[config.mk]
export PLATFORM = sky130hd
export DESIGN_NAME = bhs_ctrl
export DESIGN_NICKNAME = d
export VERILOG_FILES = /design/src/rtl/bhs_pkg.sv /design/src/rtl/bhs_ctrl.sv
export SDC_FILE = /design/constraint.sdc
export NUM_CORES = 1
export LEC_CHECK = 0
export BUFFER_PORTS_ARGS = -buffer_cell sky130_fd_sc_hd__buf_2
export CELL_PAD_IN_SITES_DETAIL_PLACEMENT = 0
export CELL_PAD_IN_SITES_GLOBAL_PLACEMENT = 1
export CORE_MARGIN = 1
export CORE_UTILIZATION = 25
export CTS_CLUSTER_SIZE = 25
export DETAILED_ROUTE_END_ITERATION = 10
export PLACE_DENSITY_LB_ADDON = 0.1
export SLEW_MARGIN = 20
export SYNTH_ARGS = -nofsm -noshare
export SYNTH_HDL_FRONTEND = slang
export SYNTH_SLANG_ARGS = --single-unit
[constraint.sdc]
create_clock -name clk -period 2.8 [get_ports clk]
set_input_delay 0.7 -clock clk [delete_from_list [all_inputs] [get_ports clk]]
set_output_delay 0.7 -clock clk [all_outputs]
set_load 0.02 [all_outputs]
[src/rtl/bhs_pkg.sv]
`default_nettype none
package bhs_pkg;
    localparam int NUM_BUCKETS = 1024;
    localparam int WAYS        = 8;
    localparam int KEY_W       = 31;
    localparam int CFG_W       = 11;
    localparam int IDX_W       = 10;
    localparam int OP_W        = 2;
    localparam int STATUS_W    = 2;

    localparam logic [OP_W-1:0] OP_INSERT = 2'd0;
    localparam logic [OP_W-1:0] OP_DELETE = 2'd1;
    localparam logic [OP_W-1:0] OP_SEARCH = 2'd2;
    localparam logic [OP_W-1:0] OP_UNDEF  = 2'd3;

    localparam logic [STATUS_W-1:0] ST_OK        = 2'd0;
    localparam logic [STATUS_W-1:0] ST_FULL      = 2'd1;
    localparam logic [STATUS_W-1:0] ST_NOT_FOUND = 2'd2;

    localparam logic [CFG_W-1:0] BUCKET_COUNT_RESET = 11'd16;
    localparam logic [0:0]       REG_BUCKET_COUNT   = 1'b0;

    // controller -> datapath
    typedef struct packed {
        logic clr;       // clear one fill entry, advance clear pointer
        logic load;      // capture request, start modulo
        logic div_step;  // one restoring-division step
        logic fill_rd;   // register fill of the hashed bucket
        logic slot_rd;   // issue slot read at scan pointer
        logic rd_next;   // slot read at scan pointer + 1
        logic ptr_dec;   // scan pointer down one
        logic ptr_inc;   // scan pointer up one
        logic ins_wr;    // write key at fill position, fill+1
        logic shift_wr;  // write slot ptr with data read from ptr+1
        logic del_fin;   // fill-1
        logic set_found;
        logic res_load;  // capture result
    } bhs_cmd_t;

    // datapath -> controller
    typedef struct packed {
        logic clr_last;   // clear pointer at last bucket
        logic div_done;
        logic ptr_zero;   // scan pointer at zero (delete walking down)
        logic ptr_end;    // scan pointer reached fill (search end)
        logic ptr_last;   // scan pointer + 1 reached fill (shift end)
        logic full;
        logic match;
        logic [OP_W-1:0] op;
    } bhs_stat_t;
endpackage
`default_nettype wire

[src/rtl/bhs_ctrl.sv]
`default_nettype none
module bhs_ctrl (
    input  wire logic                 clk,
    input  wire logic                 rst_n,
    input  wire logic                 in_valid,
    output logic                      in_ready,
    output logic                      out_valid,
    input  wire logic                 out_ready,
    output bhs_pkg::bhs_cmd_t         cmd,
    input  wire bhs_pkg::bhs_stat_t   stat
);
    typedef enum logic [3:0] {
        S_INIT, S_IDLE, S_DIV, S_FILL, S_DISPATCH, S_INS,
        S_DREAD, S_DCMP, S_SHRD, S_SHWR, S_DFIN,
        S_SREAD, S_SCMP, S_RES
    } state_t;

    state_t state_reg, state_next;
    logic   out_valid_reg, out_valid_next;

    // input taken in idle even while the previous result still waits
    assign in_ready  = (state_reg == S_IDLE);
    assign out_valid = out_valid_reg;

    always_comb
    begin
        state_next     = state_reg;
        out_valid_next = out_valid_reg && !out_ready;
        cmd            = '0;
        case (state_reg)
            S_INIT:
            begin
                cmd.clr = 1'b1;
                if (stat.clr_last)
                    state_next = S_IDLE;
            end
            S_IDLE:
            begin
                if (in_valid)
                begin
                    cmd.load   = 1'b1;
                    state_next = S_DIV;
                end
            end
            S_DIV:
            begin
                if (stat.div_done)
                    state_next = S_FILL;
                else
                    cmd.div_step = 1'b1;
            end
            S_FILL:
            begin
                cmd.fill_rd = 1'b1;
                state_next  = S_DISPATCH;
            end
            S_DISPATCH:
            begin
                case (stat.op)
                    bhs_pkg::OP_INSERT: state_next = S_INS;
                    bhs_pkg::OP_DELETE: state_next = stat.ptr_zero ? S_RES : S_DREAD;
                    bhs_pkg::OP_SEARCH: state_next = stat.ptr_end ? S_RES : S_SREAD;
                    default:            state_next = S_RES;
                endcase
                if (stat.op == bhs_pkg::OP_DELETE && !stat.ptr_zero)
                    cmd.ptr_dec = 1'b1;
            end
            S_INS:
            begin
                cmd.ins_wr = !stat.full;
                state_next = S_RES;
            end
            S_DREAD:
            begin
                cmd.slot_rd = 1'b1;
                state_next  = S_DCMP;
            end
            S_DCMP:
            begin
                if (stat.match)
                begin
                    cmd.set_found = 1'b1;
                    state_next    = S_SHRD;
                end
                else if (stat.ptr_zero)
                    state_next = S_RES;
                else
                begin
                    cmd.ptr_dec = 1'b1;
                    state_next  = S_DREAD;
                end
            end
            S_SHRD:
            begin
                // fill_reg-1 is last slot; ptr+1 == fill means no more to move
                if (stat.ptr_last)
                    state_next = S_DFIN;
                else
                begin
                    cmd.slot_rd = 1'b1;
                    cmd.rd_next = 1'b1;
                    state_next  = S_SHWR;
                end
            end
            S_SHWR:
            begin
                cmd.shift_wr = 1'b1;
                cmd.ptr_inc  = 1'b1;
                state_next   = S_SHRD;
            end
            S_DFIN:
            begin
                cmd.del_fin = 1'b1;
                state_next  = S_RES;
            end
            S_SREAD:
            begin
                cmd.slot_rd = 1'b1;
                state_next  = S_SCMP;
            end
            S_SCMP:
            begin
                if (stat.match)
                begin
                    cmd.set_found = 1'b1;
                    state_next    = S_RES;
                end
                else
                begin
                    cmd.ptr_inc = 1'b1;
                    state_next  = S_DISPATCH;
                end
            end
            S_RES:
            begin
                if (!out_valid_reg || out_ready)
                begin
                    cmd.res_load   = 1'b1;
                    out_valid_next = 1'b1;
                    state_next     = S_IDLE;
                end
            end
            default: state_next = S_IDLE;
        endcase
    end

    always_ff @(posedge clk or negedge rst_n)
    begin
        if (!rst_n)
        begin
            state_reg     <= S_INIT;
            out_valid_reg <= 1'b0;
        end
        else
        begin
            state_reg     <= state_next;
            out_valid_reg <= out_valid_next;
        end
    end

    a_one_cmd_write: assert property (@(posedge clk) disable iff (!rst_n)
        !(cmd.ins_wr && cmd.shift_wr)) else $error("two slot writes at once");
    a_load_idle: assert property (@(posedge clk) disable iff (!rst_n)
        cmd.load |-> state_reg == S_IDLE) else $error("load outside idle");
    a_res_hold: assert property (@(posedge clk) disable iff (!rst_n)
        (out_valid_reg && !out_ready) |=> out_valid_reg) else $error("result dropped");
    a_res_load: assert property (@(posedge clk) disable iff (!rst_n)
        cmd.res_load |=> out_valid_reg && state_reg == S_IDLE) else $error("result lost");
    a_found_only: assert property (@(posedge clk) disable iff (!rst_n)
        cmd.set_found |-> (state_reg == S_DCMP || state_reg == S_SCMP))
        else $error("found set outside compare");
endmodule
`default_nettype wire

# After elaboration in Yosys (flattened, before gate mapping)
# Cells that the tools add are included.
op_classes:
  mux: 35
  n_eq_ne: 19
  n_reduce_logical: 13
op_table:
  columns: ["cell", "n"]
  rows:
  - ["4-bit one-hot mux with 13 select lines", 1]
  - ["4-bit 2-to-1 mux", 7]
  - ["4-bit equality test, second input constant", 6]
  - ["1-bit 2-to-1 mux", 20]
  - ["4-bit by 3-bit equality test with 1-bit output, second input constant", 4]
  - ["4-bit one-hot mux with 3 select lines", 1]
  - ["4-bit by 2-bit equality test with 1-bit output, second input constant", 2]
  - ["2-bit inequality test, second input constant", 4]
  - ["1-bit one-hot mux with 2 select lines", 3]
  - ["2-bit OR reduction", 3]
  - ["4-bit by 1-bit equality test with 1-bit output, second input constant", 1]
  - ["1-bit logical NOT", 4]
  - ["4-bit logical NOT", 1]
  - ["2-bit 2-to-1 mux", 2]
  - ["4-bit AND reduction", 1]
  - ["3-bit 2-to-1 mux", 1]
  - ["2-bit by 1-bit equality test with 1-bit output, second input constant", 1]
  - ["2-bit equality test, second input constant", 1]
  - ["1-bit logical AND", 2]
  - ["2-bit logical NOT", 1]
  - ["1-bit logical OR", 1]
totals:
  regBits: 5
  input_bits: 13
  elab_cells: 69
  out_inout_bits: 15

# Logic depth before layout (Yosys ltp)
# Gate-level depths: netlist of run 1.
depth:
  depth_word: 4
  depth_mapped: 6
  ltp_nobuf: 4

# Worst setup path before layout of run 1
# No wires, ideal clock.
synth_timing:
  path_kind: "input to output"
  start: "in stat[2] in the netlist's numbering"
  end: "out cmd[5] in the netlist's numbering"
  n_path_buf: 0
  required_time_ps: 2100
  slack_ps: 465
  arrival_time_ps: 1635
  path_stages: 3
  path_cell_list: "nand2b_1 > mux2_1 > nor3b_1"
synth_lines:
  columns: ["item", "line_no", "rtl"]
  rows:
  - ["start, declared", "bhs_ctrl.sv:10", "input wire bhs_pkg::bhs_stat_t stat"]
  - ["end, declared", "bhs_ctrl.sv:9", "output bhs_pkg::bhs_cmd_t cmd,"]

==> results of run 1 <==
## worst paths after layout
| check | to | slack (ps) | depth (start not counted) | start |
|---|---|---|---|---|
| min in group clk | out_valid$_DFF_PN0_ | 590 | 2 | out_valid$_DFF_PN0_ |
| worst min register to register | out_valid$_DFF_PN0_ | 590 | 2 | out_valid$_DFF_PN0_ |
| max in group asynchronous | state_reg[2]$_DFFE_PN0P_ | 2410 | 1 | rst_n |
| worst max-delay path | cmd[11] | 380 | 4 | state_reg[3]$_DFFE_PN0P_ |
| worst min-delay path | out_valid$_DFF_PN0_ | 260 | 1 | rst_n |
| worst max register to register | state_reg[0]$_DFFE_PN0P_ | 1170 | 4 | state_reg[3]$_DFFE_PN0P_ |
## power groups by stage
stage | registers, mW | clock network (mW) | logic (mW)
after global placement | 0.211 | 0 | 0.528
after global routing | 0.218 | 0.0956 | 0.583
final | 0.208 | 0.0819 | 0.522
after CTS | 0.208 | 0.0862 | 0.528
after detailed placement | 0.208 | 0 | 0.527
after floorplan | 0.132 | 0 | 0.477
## synthesized netlist by cell type (2+ instances only)
master / number / area (sq um)
nand2_1: 8 / 30.0
nand2b_1: 8 / 50.1
a21oi_1: 6 / 30.0
buf_2: 6 / 30.0
nor2_1: 6 / 22.5
dfrtp_1: 5 / 125
nor3_1: 4 / 20.0
nor2b_1: 3 / 18.8
o21ai_0: 3 / 15.0
o21ai_1: 3 / 15.0
a21o_1: 2 / 15.0
a31oi_1: 2 / 12.5
and3b_1: 2 / 17.5
nand3_1: 2 / 10.0
o31ai_1: 2 / 15.0
o32ai_1: 2 / 17.5
## layout by cell type, fill, tap and decap left out, types with 3 or more instances in the layout
cell | netlist | layout
buf_2 | 6 | 27
nand2b_1 | 8 | 8
nand2_1 | 8 | 8
nor2_1 | 6 | 6
a21oi_1 | 6 | 6
dfrtp_1 | 5 | 5
nor3_1 | 4 | 4
o21ai_1 | 3 | 3
nor2b_1 | 3 | 3
o21ai_0 | 3 | 3
clkbuf_4 | 0 | 3
buf_4 | 1 | 3
## cells by family after synthesis
family	synth area share
flip-flops	0.198
AO/OA/AOI/OAI	0.258
multiplexers	0.0337
AND/OR/NAND/NOR	0.427
buffers and inverters	0.0833
## per-stage QoR
step / cell area [sq um] / util / hold slack (ps) / power (mW)
after detailed placement: 774 / 0.337 / 518 / 0.734
after global placement: 774 / 0.337 / 517 / 0.739
after global routing: 801 / 0.349 / 255 / 0.897
after floorplan: 631 / - / 404 / 0.609
after CTS: 801 / 0.349 / 259 / 0.821
final: 801 / 0.349 / 263 / 0.812
## per-layer routing
layer	up-vias	part of all wire	track usage
met5	-	0	0
met4	0	0.011	0.0395
met3	2	0.062	0.0348
met2	25	0.42	0.177
met1	303	0.51	0.198
li1	367	-	-
## area by class of cell
cell class / count / area share
flip-flops and latches: 5 / 0.156
clock buffers: 4 / 0.0328
multi-input cells: 71 / 0.566
well taps: 28 / 0.0438
repair buffers: 30 / 0.197
inverters: 1 / 0.00469
==> results.md, run 1 <==
- Vias: 697
- Place WS: 470 ps
- Drt drc: 0
- Pint: 0.387 mW
- Setup tns final: 0 ps
- Cell family contributing the most delay on the critical path: flip-flops
- Number of synthesis warnings: 0
- Arrival @ worst endpoint: 1720 ps
- Post-synth EDFFs: 0
- HPWL after detailed placement: 1270 microns
- Final period utilization: 0.866
- Worst Clk Skew: 4.32 ps
- Routed WL per cell: 12.2 microns
- Max-Cap Viols: 0
- Post-synthesis sequential area ratio: 0.198
- Final hold vios: 0
- Seq pwr share: 0.256
- Largest net degree at the start of global routing: 19
- RePlAce Congestion: 0.716
- TritonCTS clock tree: built
- Vias in the first global route: 561
- First-pass GRT wire length: 2610 microns
- Crit path largest cell delay: 670 ps
- Slew Limit Fails: 0
- Clock transition at the registers of the reported paths: 40 ps
- CTS resizes: 0
- Comb pwr share: 0.643
- Post-Route WL: 1700 microns
- Site Rows: 17
- Initial Util: 0.275
- RSZ-0062 raised after global routing: false
- Leak: 0.379 nW
- Initial antenna violation count: 0
- Run status: complete, no violations
- Syn Nets: 98
- Critical path type: register to output pin
- Core area: 2300 sq um
- Fraction of registers with async set/reset: 1.00
- Post-CTS Hold Fix Bufs: 0
- CP endpoint kind: output pin
- GRT Util Overall: 0.131
- Drt via density: 5.01
- Critical Path Slowest Stage Cell: dfrtp_1
- Placed Instances: 135
- Layout area overhead: 27.0%
- Post CTS Setup Buffer Count: 0
- Clock Root Buffer: clkbuf_4
- Clock Tree Buf Depth: 2
- Post-DRT Antenna Nets: 0
- Synthesized cell area: 631 sq um
- Clock share of power: 0.101
- I/O pin cnt: 28
- Critical-path cell list: or2_1, nor2_1, and2_1, buf_2
- Fill cells: 271
- Clock buffer count from CTS: 3
- H-tree depth: 1
- Layout cell share with drive strength beyond 1: 0.342
- Die H: 52.2 microns
- Switch share: 0.524
- Die Wd: 52.2 microns
- Layout Cells excl Fill: 139
- Minimum clock period: 2420 ps
- Final worst slack: 376 ps
- Diode count: 0
- Maximum vdd ir drop: 0.000321 V
- Register area: 125 sq um
- Area of the multi-input gates: 453 sq um
- NetSw: 0.425 mW
- IO buf count: 27
- Worst-path maximum fanout: 18
- Nets: 125
- Clock latency at the later pin of the worst-skew pair: 240 ps
- Min-delay worst type: input port to asynchronous set/reset pin
- Register bit total from synthesis: 5
- Post-Syn Instances: 85
- Initial DRC count: 11
- Setup crit start kind: register
- Avg Inst Size Synth: 7.42 sq um
- Final-report setup violation count: 0
- WP data required: 2100 ps
- Max reg flops: 4
- DRT Pass-1 Iters: 4
- Synth unique cells: 37
- Buf+Inv Stages, Crit Path: 1
- CTS Sinks: 5
- Gr ovfl total: 0
- Top_reg_cell synth: dfrtp_1
- Die footprint: 2730 sq um
- Worst Max-Slew Pin Slew: 542 ps
- Max_slew headroom: 0.639
- F_max: 413 MHz
- PwrDens: 1010 nW/um^2
Note: power is estimated with default switching activity, not from simulation.
==> run 2: changes to the inputs <==
--- a/config.mk
+++ b/config.mk
@@ -9,11 +9,11 @@
 export CELL_PAD_IN_SITES_DETAIL_PLACEMENT = 0
 export CELL_PAD_IN_SITES_GLOBAL_PLACEMENT = 1
 export CORE_MARGIN = 1
-export CORE_UTILIZATION = 25
+export CORE_UTILIZATION = 34
 export CTS_CLUSTER_SIZE = 25
 export DETAILED_ROUTE_END_ITERATION = 10
 export PLACE_DENSITY_LB_ADDON = 0.1
-export SLEW_MARGIN = 20
+export SLEW_MARGIN = 0
 export SYNTH_ARGS = -nofsm -noshare
 export SYNTH_HDL_FRONTEND = slang
 export SYNTH_SLANG_ARGS = --single-unit
==> results.md, run 2 (synthesized netlist as in run 1, its figures left out) <==
- Run status: complete, no violations
- Initial Util: 0.365
- Worst-path maximum fanout: 17
- Worst Clk Skew: 3.89 ps
- Vias in the first global route: 539
- Largest net degree at the start of global routing: 19
- Clock buffer count from CTS: 3
- Minimum clock period: 2420 ps
- Post-DRT Antenna Nets: 0
- WP data required: 2100 ps
- TritonCTS clock tree: built
- Nets: 124
- Post-Route WL: 1590 microns
- Drt via density: 5.32
- Final hold vios: 0
- Die Wd: 45.1 microns
- CTS Sinks: 5
- Clock transition at the registers of the reported paths: 50 ps
- I/O pin cnt: 28
- Setup tns final: 0 ps
- Most common cell after layout, fill and taps aside: buf_2
- Initial DRC count: 18
- Critical-path cell list: nand2_1, nor2_1, a31oi_1, nor3_1, buf_2
- HPWL after detailed placement: 1200 microns
- Diode count: 0
- H-tree depth: 1
- Slew Limit Fails: 0
- Clock latency at the later pin of the worst-skew pair: 240 ps
- Tot Pwr: 0.801 mW
- RePlAce Congestion: 0.663
- Leak: 0.374 nW
- Gr ovfl total: 0
- CTS resizes: 0
- Worst Max-Slew Pin Slew: 587 ps
- Critical path type: register to output pin
- Crit path largest cell delay: 710 ps
- Post-CTS Hold Fix Bufs: 0
- Die footprint: 2030 sq um
- F_max: 412 MHz
- Routed WL per cell: 11.7 microns
- IO buf count: 27
- Core area: 1730 sq um
- Drt drc: 0
- Maximum vdd ir drop: 0.000438 V
- Placed Instances: 131
- Die H: 45.1 microns
- Layout area overhead: 25.2%
- Final period utilization: 0.866
- Min-delay worst type: input port to asynchronous set/reset pin
- RSZ-0062 raised after global routing: false
- Post CTS Setup Buffer Count: 0
- DRT Pass-1 Iters: 6
- Clock Tree Buf Depth: 2
- Layout cell share with drive strength beyond 1: 0.336
- GRT Util Overall: 0.171
- CP endpoint kind: output pin
- Final-report setup violation count: 0
- Critical Path Slowest Stage Cell: dfrtp_1
- Max-Cap Viols: 0
- Initial antenna violation count: 0
- Setup crit start kind: register
- Clock Root Buffer: clkbuf_4
- Vias: 718
- Layout Cells excl Fill: 135
- Arrival @ worst endpoint: 1720 ps
- Max reg flops: 4
- Final hold slack: 256 ps
- PwrDens: 1010 nW/um^2
- Site Rows: 15
- First-pass GRT wire length: 2500 microns
- Max_slew headroom: 0.609
- Most frequent cells in the layout: buf_2 (27), nand2b_1 (8), nand2_1 (8)
[run 2: changes by cell type in the layout (fill, tap and decap cells not counted)]
cell	change
buf_4	-1
[run 2: per-layer routing]
layer | vias to the layer above | track usage | wire length [microns]
met2 | 28 | 0.258 | 753
met4 | 0 | 0.0364 | 0
li1 | 366 | - | -
met3 | 0 | 0.0480 | 84
met5 | - | 0 | 0
met1 | 324 | 0.242 | 747
[run 2: stage by stage]
step | setup WS (ps) | utilization | area [sq um]
after floorplan | 465 | - | 631
after global placement | 489 | 0.442 | 763
after detailed placement | 476 | 0.442 | 763
after CTS | 364 | 0.457 | 790
after global routing | 256 | 0.457 | 790
final | 375 | 0.457 | 790
[run 2: area by class of cell]
type	instances	area (sq um)
fill	196	937
clock buffer	4	26.3
inverter	1	3.75
timing repair buffer	29	150
multi-input combinational	71	453
sequential	5	125
tap	25	31.3
[run 2: critical path: cells and delay by family (launching register included)]
family	cells	cell delay (ps)
compound gates	1	50
buf+inv	1	190
flops	1	710
simple gates	3	540
[run 2: final timing paths]
kind	from	end	slack, ps	cells after the start
min in group clk	out_valid$_DFF_PN0_	out_valid$_DFF_PN0_	580	2
worst min register to register	out_valid$_DFF_PN0_	out_valid$_DFF_PN0_	580	2
worst min-delay path	rst_n	state_reg[2]$_DFFE_PN0P_	260	1
worst max-delay path	state_reg[0]$_DFFE_PN0P_	cmd[6]	380	5
max in group asynchronous	rst_n	out_valid$_DFF_PN0_	2410	1
worst max register to register	state_reg[0]$_DFFE_PN0P_	state_reg[0]$_DFFE_PN0P_	1050	4
[run 2: power breakdown]
group,leakage (nW),internal (mW),switching (mW)
registers,0.0632,0.103,0.113
clock network,0.0150,0.0541,0.0322
logic,0.296,0.220,0.278
